<file path="src/sv/dvt_pkg.sv">
// Shared types and constants for the device record tokenizer.
// No dependencies; the parser, core and testbench import this package.
`timescale 1ns / 1ps
`default_nettype none

package dvt_pkg;

    localparam int TYPE_LEN    = 16;
    localparam int NAME_LEN    = 32;
    localparam int PNAME_LEN   = 32;
    localparam int VALUE_LEN   = 64;
    localparam int MAX_DEVICES = 8;

    localparam int TYPE_IDX_W   = $clog2(TYPE_LEN);
    localparam int MAX_RESULTS  = 3;
    localparam int KIND_COUNT   = 5;
    localparam int KIND_MAX_LEN = 13;

    localparam logic [7:0] ETX_BYTE   = 8'h03;
    localparam logic [7:0] SPACE_BYTE = 8'h20;
    localparam logic [7:0] DEL_BYTE   = 8'h7f;
    localparam logic [7:0] SEMI_BYTE  = 8'h3b;
    localparam logic [7:0] EQ_BYTE    = 8'h3d;

    // parse phase codes
    localparam logic [2:0] PH_TYPE  = 3'd0;
    localparam logic [2:0] PH_SKIP  = 3'd1;
    localparam logic [2:0] PH_NAME  = 3'd2;
    localparam logic [2:0] PH_PNAME = 3'd3;
    localparam logic [2:0] PH_VALUE = 3'd4;
    localparam logic [2:0] PH_ERR   = 3'd5;
    localparam logic [2:0] PH_END   = 3'd6;

    // event codes
    localparam logic [3:0] EV_NAME_CHAR  = 4'd0;
    localparam logic [3:0] EV_PNAME_CHAR = 4'd1;
    localparam logic [3:0] EV_VALUE_CHAR = 4'd2;
    localparam logic [3:0] EV_DEV_START  = 4'd3;
    localparam logic [3:0] EV_NAME_END   = 4'd4;
    localparam logic [3:0] EV_PNAME_END  = 4'd5;
    localparam logic [3:0] EV_PARAM_END  = 4'd6;
    localparam logic [3:0] EV_DEV_END    = 4'd7;
    localparam logic [3:0] EV_LIST_END   = 4'd8;
    localparam logic [3:0] EV_ERROR      = 4'd9;
    localparam logic [3:0] EV_SKIPPED    = 4'd10;

    // type names, left-justified and zero padded
    localparam logic [8*KIND_MAX_LEN-1:0] KIND_TEXT [KIND_COUNT] = '{
        {"PRINTER", 48'h0},
        {"RFID", 72'h0},
        {"PAYMENT", 48'h0},
        {"BARCODE", 48'h0},
        "FISCALPRINTER"
    };
    localparam logic [6:0] KIND_LEN [KIND_COUNT] = '{
        7'd7, 7'd4, 7'd7, 7'd7, 7'd13
    };

    typedef struct packed {
        logic [3:0] event_res;
        logic [7:0] char_out;
        logic [2:0] device_kind;
        logic [3:0] device_number;
    } result_t;

    typedef struct packed {
        result_t [MAX_RESULTS-1:0] res;
        logic [1:0]                cnt;
    } bundle_t;

endpackage

`default_nettype wire

</file>
<file path="src/sv/dvt_if.sv">
// Valid/ready channel interfaces for reply bytes and token events.
// Depends on nothing.
`timescale 1ns / 1ps
`default_nettype none

interface dvt_byte_if;
    logic       valid;
    logic       ready;
    logic [7:0] byte_in;
    logic       first;

    modport source (output valid, output byte_in, output first, input ready);
    modport sink   (input valid, input byte_in, input first, output ready);
endinterface

interface dvt_event_if;
    logic       valid;
    logic       ready;
    logic [3:0] event_res;
    logic [7:0] char_out;
    logic [2:0] device_kind;
    logic [3:0] device_number;
    logic       last;

    modport source (output valid, output event_res, output char_out,
                    output device_kind, output device_number, output last,
                    input ready);
    modport sink   (input valid, input event_res, input char_out,
                    input device_kind, input device_number, input last,
                    output ready);
endinterface

`default_nettype wire

</file>
<file path="src/sv/dvt_parser.sv">
// Parse state and per-byte tokenizing logic; yields up to three events a byte.
// Depends on dvt_pkg.
`timescale 1ns / 1ps
`default_nettype none

module dvt_parser
    import dvt_pkg::*;
(
    input  wire logic       clk,
    input  wire logic       rst_n,
    input  wire logic       step,
    input  wire logic [7:0] byte_in,
    input  wire logic       first,
    output bundle_t         bundle
);

    logic [2:0] phase_reg, phase_next;
    logic [3:0] left_reg, left_next;
    logic [6:0] cc_reg, cc_next;
    logic [2:0] kind_reg, kind_next;
    logic [3:0] acc_reg, acc_next;
    logic [7:0] type_text_reg [TYPE_LEN];
    logic       type_wr;

    logic [KIND_COUNT-1:0] kind_hit;
    logic [2:0]            hit_code;
    logic                  printable;
    logic [3:0]            left_dec;

    function automatic result_t mk(input logic [3:0] ev, input logic [7:0] ch,
                                   input logic [2:0] kind, input logic [3:0] num);
        result_t r;
        r.event_res     = ev;
        r.char_out      = (ev <= EV_VALUE_CHAR) ? ch : 8'h00;
        r.device_kind   = (ev <= EV_DEV_END) ? kind : 3'd0;
        r.device_number = (ev <= EV_DEV_END) ? num : 4'd0;
        return r;
    endfunction

    always_comb
    begin
        for (int k = 0; k < KIND_COUNT; k++)
        begin
            kind_hit[k] = (cc_reg == KIND_LEN[k]);
            for (int i = 0; i < KIND_MAX_LEN; i++)
            begin
                if (7'(i) < KIND_LEN[k]
                    && type_text_reg[i] != KIND_TEXT[k][8*(KIND_MAX_LEN-1-i) +: 8])
                begin
                    kind_hit[k] = 1'b0;
                end
            end
        end
        hit_code = 3'd0;
        for (int k = KIND_COUNT - 1; k >= 0; k--)
        begin
            if (kind_hit[k])
            begin
                hit_code = 3'(k);
            end
        end
    end

    assign printable = (byte_in > SPACE_BYTE) && (byte_in < DEL_BYTE);
    assign left_dec  = (left_reg != 4'd0) ? left_reg - 4'd1 : left_reg;

    always_comb
    begin
        phase_next = phase_reg;
        left_next  = left_reg;
        cc_next    = cc_reg;
        kind_next  = kind_reg;
        acc_next   = acc_reg;
        type_wr    = 1'b0;
        bundle     = '0;

        if (first)
        begin
            cc_next   = 7'd0;
            acc_next  = 4'd0;
            kind_next = 3'd0;
            if (byte_in == 8'd0 || byte_in > 8'(MAX_DEVICES))
            begin
                left_next  = 4'd0;
                phase_next = PH_ERR;
                bundle.res[bundle.cnt] = mk(EV_ERROR, 8'h00, 3'd0, 4'd0);
                bundle.cnt = bundle.cnt + 2'd1;
            end
            else
            begin
                left_next  = byte_in[3:0];
                phase_next = PH_TYPE;
            end
        end
        else
        begin
            case (phase_reg)
                PH_TYPE:
                begin
                    if (byte_in == EQ_BYTE)
                    begin
                        if (kind_hit == '0)
                        begin
                            phase_next = PH_SKIP;
                            bundle.res[bundle.cnt] = mk(EV_SKIPPED, 8'h00, 3'd0, 4'd0);
                            bundle.cnt = bundle.cnt + 2'd1;
                        end
                        else
                        begin
                            kind_next  = hit_code;
                            cc_next    = 7'd0;
                            phase_next = PH_NAME;
                            bundle.res[bundle.cnt] = mk(EV_DEV_START, 8'h00, hit_code,
                                                        acc_reg + 4'd1);
                            bundle.cnt = bundle.cnt + 2'd1;
                        end
                    end
                    else if (printable && cc_reg < 7'(TYPE_LEN))
                    begin
                        type_wr = 1'b1;
                        cc_next = cc_reg + 7'd1;
                    end
                    else
                    begin
                        phase_next = PH_ERR;
                        bundle.res[bundle.cnt] = mk(EV_ERROR, 8'h00, 3'd0, 4'd0);
                        bundle.cnt = bundle.cnt + 2'd1;
                    end
                end
                PH_SKIP:
                begin
                    if (byte_in == ETX_BYTE)
                    begin
                        left_next = left_dec;
                        if (left_dec == 4'd0)
                        begin
                            phase_next = PH_END;
                            bundle.res[bundle.cnt] = mk(EV_LIST_END, 8'h00, 3'd0, 4'd0);
                            bundle.cnt = bundle.cnt + 2'd1;
                        end
                        else
                        begin
                            cc_next    = 7'd0;
                            phase_next = PH_TYPE;
                        end
                    end
                end
                PH_NAME, PH_VALUE:
                begin
                    if (byte_in == SEMI_BYTE || byte_in == ETX_BYTE)
                    begin
                        bundle.res[bundle.cnt] = mk(
                            (phase_reg == PH_NAME) ? EV_NAME_END : EV_PARAM_END,
                            8'h00, kind_reg, acc_reg + 4'd1);
                        bundle.cnt = bundle.cnt + 2'd1;
                        if (byte_in == SEMI_BYTE)
                        begin
                            cc_next    = 7'd0;
                            phase_next = PH_PNAME;
                        end
                        else
                        begin
                            bundle.res[bundle.cnt] = mk(EV_DEV_END, 8'h00, kind_reg,
                                                        acc_reg + 4'd1);
                            bundle.cnt = bundle.cnt + 2'd1;
                            acc_next  = acc_reg + 4'd1;
                            left_next = left_dec;
                            if (left_dec == 4'd0)
                            begin
                                phase_next = PH_END;
                                bundle.res[bundle.cnt] = mk(EV_LIST_END, 8'h00, 3'd0, 4'd0);
                                bundle.cnt = bundle.cnt + 2'd1;
                            end
                            else
                            begin
                                cc_next    = 7'd0;
                                phase_next = PH_TYPE;
                            end
                        end
                    end
                    else if ((phase_reg == PH_NAME && printable
                              && cc_reg < 7'(NAME_LEN))
                             || (phase_reg == PH_VALUE && byte_in >= SPACE_BYTE
                                 && cc_reg < 7'(VALUE_LEN)))
                    begin
                        cc_next = cc_reg + 7'd1;
                        bundle.res[bundle.cnt] = mk(
                            (phase_reg == PH_NAME) ? EV_NAME_CHAR : EV_VALUE_CHAR,
                            byte_in, kind_reg, acc_reg + 4'd1);
                        bundle.cnt = bundle.cnt + 2'd1;
                    end
                    else
                    begin
                        phase_next = PH_ERR;
                        bundle.res[bundle.cnt] = mk(EV_ERROR, 8'h00, 3'd0, 4'd0);
                        bundle.cnt = bundle.cnt + 2'd1;
                    end
                end
                PH_PNAME:
                begin
                    if (byte_in == EQ_BYTE)
                    begin
                        cc_next    = 7'd0;
                        phase_next = PH_VALUE;
                        bundle.res[bundle.cnt] = mk(EV_PNAME_END, 8'h00, kind_reg,
                                                    acc_reg + 4'd1);
                        bundle.cnt = bundle.cnt + 2'd1;
                    end
                    else if (printable && cc_reg < 7'(PNAME_LEN))
                    begin
                        cc_next = cc_reg + 7'd1;
                        bundle.res[bundle.cnt] = mk(EV_PNAME_CHAR, byte_in, kind_reg,
                                                    acc_reg + 4'd1);
                        bundle.cnt = bundle.cnt + 2'd1;
                    end
                    else
                    begin
                        phase_next = PH_ERR;
                        bundle.res[bundle.cnt] = mk(EV_ERROR, 8'h00, 3'd0, 4'd0);
                        bundle.cnt = bundle.cnt + 2'd1;
                    end
                end
                default:
                begin
                end
            endcase
        end
    end

    always_ff @(posedge clk or negedge rst_n)
    begin
        if (!rst_n)
        begin
            phase_reg <= PH_END;
            left_reg  <= 4'd0;
            cc_reg    <= 7'd0;
            kind_reg  <= 3'd0;
            acc_reg   <= 4'd0;
        end
        else if (step)
        begin
            phase_reg <= phase_next;
            left_reg  <= left_next;
            cc_reg    <= cc_next;
            kind_reg  <= kind_next;
            acc_reg   <= acc_next;
        end
    end

    always_ff @(posedge clk)
    begin
        if (step && type_wr)
        begin
            type_text_reg[cc_reg[TYPE_IDX_W-1:0]] <= byte_in;
        end
    end

endmodule

`default_nettype wire

</file>
<file path="src/sv/device_record_tokenizer_core.sv">
// Top level of the device record tokenizer: input register, parser, event bundle.
// Depends on dvt_pkg, dvt_if.sv and dvt_parser.
//
//  channel     dir  beat carries
//  byte_chan   in   byte_in, first
//  event_chan  out  event_res, char_out, device_kind, device_number, last
//
// A byte is registered, parsed combinationally into a bundle of 0..3 events,
// sent one event per cycle while the sink is ready; the first comes once the
// byte moves on to the bundle register. A byte with n events holds the bundle
// until all n are sent; up to one byte a cycle if each makes at most one event
// and the sink is ready. One further byte waits in the input register while
// the output stalls. Reset leaves the parser ended, awaiting a first byte.
`timescale 1ns / 1ps
`default_nettype none

module device_record_tokenizer_core
    import dvt_pkg::*;
(
    input  wire logic  clk,
    input  wire logic  rst_n,
    dvt_byte_if.sink   byte_chan,
    dvt_event_if.source event_chan
);

    logic       in_valid_reg;
    logic [7:0] in_byte_reg;
    logic       in_first_reg;

    bundle_t    parsed;
    bundle_t    bun_reg;
    logic [1:0] idx_reg;

    logic    out_fire;
    logic    out_last;
    logic    bun_free;
    logic    advance;
    logic    in_fire;
    result_t cur;

    assign cur      = bun_reg.res[idx_reg];
    assign out_last = (idx_reg == bun_reg.cnt - 2'd1);
    assign out_fire = event_chan.valid && event_chan.ready;
    assign bun_free = (bun_reg.cnt == 2'd0) || (out_fire && out_last);
    assign advance  = in_valid_reg && bun_free;
    assign in_fire  = byte_chan.valid && byte_chan.ready;

    assign byte_chan.ready = !in_valid_reg || advance;

    assign event_chan.valid         = (bun_reg.cnt != 2'd0);
    assign event_chan.event_res     = cur.event_res;
    assign event_chan.char_out      = cur.char_out;
    assign event_chan.device_kind   = cur.device_kind;
    assign event_chan.device_number = cur.device_number;
    assign event_chan.last          = out_last;

    dvt_parser u_parser (
        .clk     (clk),
        .rst_n   (rst_n),
        .step    (advance),
        .byte_in (in_byte_reg),
        .first   (in_first_reg),
        .bundle  (parsed)
    );

    always_ff @(posedge clk or negedge rst_n)
    begin
        if (!rst_n)
        begin
            in_valid_reg <= 1'b0;
        end
        else if (in_fire)
        begin
            in_valid_reg <= 1'b1;
        end
        else if (advance)
        begin
            in_valid_reg <= 1'b0;
        end
    end

    always_ff @(posedge clk)
    begin
        if (in_fire)
        begin
            in_byte_reg  <= byte_chan.byte_in;
            in_first_reg <= byte_chan.first;
        end
    end

    always_ff @(posedge clk or negedge rst_n)
    begin
        if (!rst_n)
        begin
            bun_reg <= '0;
            idx_reg <= 2'd0;
        end
        else if (advance)
        begin
            bun_reg <= parsed;
            idx_reg <= 2'd0;
        end
        else if (out_fire)
        begin
            if (out_last)
            begin
                bun_reg.cnt <= 2'd0;
                idx_reg     <= 2'd0;
            end
            else
            begin
                idx_reg <= idx_reg + 2'd1;
            end
        end
    end

endmodule

`default_nettype wire

</file>
<file path="src/flat_wrapper.sv">
// flat-port wrapper written by rule: the top's interface ports become plain ports
module device_record_tokenizer_core_flat import dvt_pkg::*;
  (clk, rst_n, byte_chan_valid, byte_chan_byte_in, byte_chan_first, byte_chan_ready, event_chan_valid, event_chan_event_res, event_chan_char_out, event_chan_device_kind, event_chan_device_number, event_chan_last, event_chan_ready);
  dvt_byte_if byte_chan_i ();
  dvt_event_if event_chan_i ();
  input  wire logic clk;
  input  wire logic rst_n;
  input wire logic [$bits(byte_chan_i.valid)-1:0] byte_chan_valid;
  input wire logic [$bits(byte_chan_i.byte_in)-1:0] byte_chan_byte_in;
  input wire logic [$bits(byte_chan_i.first)-1:0] byte_chan_first;
  output wire logic [$bits(byte_chan_i.ready)-1:0] byte_chan_ready;
  output wire logic [$bits(event_chan_i.valid)-1:0] event_chan_valid;
  output wire logic [$bits(event_chan_i.event_res)-1:0] event_chan_event_res;
  output wire logic [$bits(event_chan_i.char_out)-1:0] event_chan_char_out;
  output wire logic [$bits(event_chan_i.device_kind)-1:0] event_chan_device_kind;
  output wire logic [$bits(event_chan_i.device_number)-1:0] event_chan_device_number;
  output wire logic [$bits(event_chan_i.last)-1:0] event_chan_last;
  input wire logic [$bits(event_chan_i.ready)-1:0] event_chan_ready;
  assign byte_chan_i.valid = byte_chan_valid;
  assign byte_chan_i.byte_in = byte_chan_byte_in;
  assign byte_chan_i.first = byte_chan_first;
  assign byte_chan_ready = byte_chan_i.ready;
  assign event_chan_valid = event_chan_i.valid;
  assign event_chan_event_res = event_chan_i.event_res;
  assign event_chan_char_out = event_chan_i.char_out;
  assign event_chan_device_kind = event_chan_i.device_kind;
  assign event_chan_device_number = event_chan_i.device_number;
  assign event_chan_last = event_chan_i.last;
  assign event_chan_i.ready = event_chan_ready;
  device_record_tokenizer_core u_core (.clk(clk), .rst_n(rst_n), .byte_chan(byte_chan_i), .event_chan(event_chan_i));
endmodule
</file>
<file path="config.mk">
export PLATFORM = sky130hd
export DESIGN_NAME = device_record_tokenizer_core_flat
export DESIGN_NICKNAME = d
export VERILOG_FILES = /design/src/sv/dvt_pkg.sv /design/src/sv/dvt_if.sv /design/src/sv/dvt_parser.sv /design/src/sv/device_record_tokenizer_core.sv /design/src/flat_wrapper.sv
export SDC_FILE = /design/constraint.sdc
export NUM_CORES = 1
export LEC_CHECK = 0
export BUFFER_PORTS_ARGS = -buffer_cell sky130_fd_sc_hd__buf_2
export CORE_UTILIZATION = 40
export CTS_CLUSTER_DIAMETER = 40
export DETAILED_ROUTE_END_ITERATION = 12
export MAX_ROUTING_LAYER = met4
export REMOVE_ABC_BUFFERS = 1
export SETUP_SLACK_MARGIN = 0.5
export SLEW_MARGIN = 20
export SYNTH_ARGS = -nofsm -noshare
export SYNTH_HDL_FRONTEND = slang
export SYNTH_SLANG_ARGS = --single-unit
</file>
<file path="constraint.sdc">
create_clock -name clk -period 3.65 [get_ports clk]
set_input_delay 0.73 -clock clk [delete_from_list [all_inputs] [get_ports clk]]
set_output_delay 0.73 -clock clk [all_outputs]
set_load 0.02 [all_outputs]
</file>
==> results.md <==
- The top layer used by detailed routing is met4.
- The final critical path takes up 83.3% of the cycle.
- The post-detailed-route count of antenna-violating nets is 0.
- The maximum buffer depth of the clock tree is 2.
- The type of the worst setup path is flip-flop to flip-flop.
- The CTS buffer count is 17.
- After the first detailed-routing iteration, the DRC count stood at 583.
- The highest fanout seen on the critical path is 6.
- In the layout the commonest cells are sky130_fd_sc_hd__edfxtp_1 (113), sky130_fd_sc_hd__nand2_1 (68), sky130_fd_sc_hd__dfrtp_1 (51).
- The number of I/O pins is 35.
- The average instance in the mapped netlist occupies 11.7 um^2.
- The initial cell density of the core is 41.1%.
- The count of cell types in the netlist is 66.
- The total routing usage reported by global routing is 22.2%.
- Counting flops and latches in the post-synthesis netlist gives 167.
- In the synthesized netlist, the number of instances is 663.
- The sort of element at the start of the critical path is a flip-flop.
- The wire length on met2 is 9420 um.
- The placement row count is 50.
- The number of clock sinks seen by CTS is 167.
- IR analysis of the VDD net gives a maximum drop of 0.308 mV.
- The register with the most flip-flops in the layout has 104 of them.
- In this run the power density over the cells is 622 nW/um^2.
- The kind of end point of the critical path is a flip-flop.
- In this run the critical register-to-register path is launched from u_core.u_parser.cc_reg[1]$_DFFE_PN0P_.
- Compared with the post-synthesis result, the final layout area differs by 16.0%.
- Summed over all failing endpoints, the final setup total negative slack is 0 ps.
- In the final routed layout, each cell accounts on average for 20.5 um.
- The placed instances occupy a cell area of 8390 um^2.
- The synthesized netlist devotes 0.679% of its cell area to XOR and XNOR gates.
- The total number of H-tree levels is 4.
- The data required time of the critical path is 3980 ps.
- The highest achievable clock rate is 0.329 GHz.
- After synthesis, the share of flip-flops with an asynchronous set or reset is 32.3%.
- Ranked by total cell area, the synthesized netlist is headed by sky130_fd_sc_hd__edfxtp_1 (44%), sky130_fd_sc_hd__dfrtp_1 (17%), sky130_fd_sc_hd__nand2_1 (3.3%).
- The total standard cell area after synthesis is 7740 um^2.
- The fill cell instance count of the final layout is 1717.
- The clock-pin slew of the registers on the worst-case setup and hold paths is 70 ps.
- TritonCTS built the clock tree.
- The number of max-slew violations in the final report is 0.
- Measured along the x axis, the die boundary spans 141 um.
- The fraction of post-synthesis cell area in the top cell type by area is 43.9%.
- The run finished with clean final reports.
- The region available for standard cell placement spans 18800 um^2.
- Yosys mapped a number of flops with a built-in enable equal to 113.
- The static leakage is 3.19 nW.
- The height of the chip is 141 um.
- The routed wire length is 20500 um.
- The number of antenna violations at the first check in global routing is 1.
- The total iterations of the first detailed-routing run is 5.
- The number of hold-slack violations in the final timing report is 0.
- After Yosys synthesis, and, or, nand and nor cells account for 22.0% of the synthesized area.
- The number of buffers added on ports is 34.
- In the post-route analysis, the smallest setup slack over all paths is 611 ps.
- Detailed placement ended at an HPWL of 14700 um.
- The number of antenna diodes in the final layout is 0.
- The critical path data arrival time is 3370 ps.
- For this run, the number of Yosys warnings is 0.
- The synthesized netlist devotes 11.9% of its cell area to compound gates.
- The wire length the detailed router placed on met1 is 9500 um.
- The sequential cell area fraction in the yosys report is 61.4%.
- Setup violations remaining at the end of the flow were counted as 0.
- The number of global-route vias before repair came to 5729.
- After clock tree synthesis, the repair step resized 0 gates.
- The start point of the critical path is u_core.u_parser.cc_reg[1]$_DFFE_PN0P_.
- After global routing the overflow that remains totals 0.
- The minimum period implied by the final worst setup slack is 3040 ps.
- For the pin with the worst max-slew slack, the measured transition is 888 ps.
- The tightest hold margin is 300 ps.
- The final RePlAce weighted congestion is 0.943.
- The post-synthesis share of cell area spent on full adders, half adders and majority gates is 1.13%.
- The via-per-instance ratio is 5.81.
- Leaving out fill and tap cells, the most frequent cell in the layout is sky130_fd_sc_hd__edfxtp_1.
- The share of cell area taken by muxes after synthesis is 1.16%.
- The worst setup skew after layout is 9.51 ps.
- Summed over all nets, wire length on met3 after detailed routing comes to 1180 um.
- CTS placed an instance of sky130_fd_sc_hd__clkbuf_16 at the clock tree root.
- Headroom to the max-slew limit came out at 40.8%.
- The tightest min-delay check is of the primary input to asynchronous set/reset pin type.
- The pre-CTS setup slack is 622 ps.
- Buffers inserted to repair hold after CTS numbered 0.
- The design area is 8970 um^2.
- The wire length of the first global-routing pass is 32400 um.
- Setup repair after global routing could not meet its margin everywhere.
- The routed layout has 5813 vias.
- In the final layout, the share of cells above drive strength 1 is 16.2%.
- After synthesis, the largest family of logic cells by area is simple AND/OR/NAND/NOR gates.
- The largest net degree at the start of global routing is 44.
- The max-capacitance violation count is 0.
- The cell type contributing the most total cell area after synthesis is sky130_fd_sc_hd__edfxtp_1.
- The clock reaches the later pin of the worst-skew pair after 420 ps.
- In the synthesized netlist the dominant register cell turns out to be sky130_fd_sc_hd__edfxtp_1.
- The overall die area is 19900 um^2.
- The number of remaining DRC errors is 0.
- Once the clock tree was built, the setup fixing pass inserted 0 buffers.
- The number of nets in the layout is 747.
synthesized netlist by cell type (3+ instances only):
cell type,count
sky130_fd_sc_hd__edfxtp_1,113
sky130_fd_sc_hd__nand2_1,68
sky130_fd_sc_hd__dfrtp_1,52
sky130_fd_sc_hd__nor2_1,47
sky130_fd_sc_hd__o21ai_0,40
sky130_fd_sc_hd__a21oi_1,30
sky130_fd_sc_hd__nor3_1,28
sky130_fd_sc_hd__nand4_1,18
sky130_fd_sc_hd__a22o_1,16
sky130_fd_sc_hd__clkbuf_1,16
sky130_fd_sc_hd__nand2b_1,15
sky130_fd_sc_hd__nand3_1,15
sky130_fd_sc_hd__inv_1,14
sky130_fd_sc_hd__and2_1,12
sky130_fd_sc_hd__nor2b_1,12
sky130_fd_sc_hd__nor4b_1,12
sky130_fd_sc_hd__nor4bb_1,11
sky130_fd_sc_hd__nor4_1,10
sky130_fd_sc_hd__mux2i_1,9
sky130_fd_sc_hd__o211ai_1,8
sky130_fd_sc_hd__a31oi_1,7
sky130_fd_sc_hd__ha_1,7
sky130_fd_sc_hd__nor3b_1,6
sky130_fd_sc_hd__o31ai_1,6
sky130_fd_sc_hd__and3_1,5
sky130_fd_sc_hd__nand4b_1,5
sky130_fd_sc_hd__o21ai_1,5
sky130_fd_sc_hd__or4_1,5
sky130_fd_sc_hd__buf_2,4
sky130_fd_sc_hd__o22ai_1,4
sky130_fd_sc_hd__xnor2_1,4
sky130_fd_sc_hd__a22oi_1,3
sky130_fd_sc_hd__and4_1,3
sky130_fd_sc_hd__and4b_1,3
sky130_fd_sc_hd__nor4b_2,3
sky130_fd_sc_hd__or3_1,3
sky130_fd_sc_hd__or4b_2,3
final timing paths:
path	to	slack, ps	depth (start not counted)
worst max-delay path	u_core.u_parser.cc_reg[4]$_DFFE_PN0P_	610	10
worst min-delay path	u_core.bun_reg[5]$_DFFE_PN0P_	300	1
worst max register to register	u_core.u_parser.cc_reg[4]$_DFFE_PN0P_	610	10
worst min register to register	u_core.bun_reg[16]$_DFFE_PN0P_	480	1
max in group asynchronous	u_core.u_parser.phase_reg[1]$_DFFE_PN1P_	2640	2
min in group clk	u_core.in_byte_reg[6]$_DFFE_PP_	470	1
power by group:
group | switching, mW | leakage (nW) | internal (mW)
clock | 0.773 | 0.275 | 0.954
sequential | 0.223 | 1.74 | 2.21
combinational | 0.939 | 1.18 | 0.485
total | 1.94 | 3.19 | 3.65
cell type report:
cell class	count	area, um^2	area share (%)
inverters	14	52.6	0.586
multi-input cells	460	2860	31.9
repair buffers	67	420	4.68
clock buffers	17	425	4.74
flip-flops and latches	167	4750	52.9
clock inverters	15	140	1.56
well taps	260	325	3.63
through the flow:
| step | utilization (%) | cells | power (mW) |
|---|---|---|---|
| after floorplan | - | 641 | 3.33 |
| after global placement | 44.6 | 968 | 3.86 |
| after detailed placement | 44.6 | 968 | 3.88 |
| after CTS | 47.6 | 1000 | 5.60 |
| after global routing | 47.7 | 1000 | 5.86 |
| final | 47.7 | 1000 | 5.59 |
cells by family (layout without fill, tap and decap cells):
group,count (synthesis),after routing
AND/OR/NAND/NOR,295,295
multiplexers,9,9
XOR/XNOR,6,6
AO/OA/AOI/OAI,143,143
flip-flops,167,167
buffers and inverters,36,113
adder cells (fa/ha/maj),7,7
per-layer routing:
metal  GRT usage, %  up-vias
li1               -     2693
met1           30.9     2870
met2           33.6      209
met3           3.26       41
met4           6.75        0
met5              -        -
worst max-delay path: stages (launching register included):
cell and delay, ps:
sky130_fd_sc_hd__dfrtp_1 450, sky130_fd_sc_hd__inv_1 130, sky130_fd_sc_hd__ha_1 210, sky130_fd_sc_hd__and4b_1 210, sky130_fd_sc_hd__nand4_1 170, sky130_fd_sc_hd__nor4_2 340
sky130_fd_sc_hd__nand3_1 180, sky130_fd_sc_hd__o211a_2 330, sky130_fd_sc_hd__and2_4 190, sky130_fd_sc_hd__or4b_4 540, sky130_fd_sc_hd__o31ai_1 200
(Power assumes the default switching activity.)
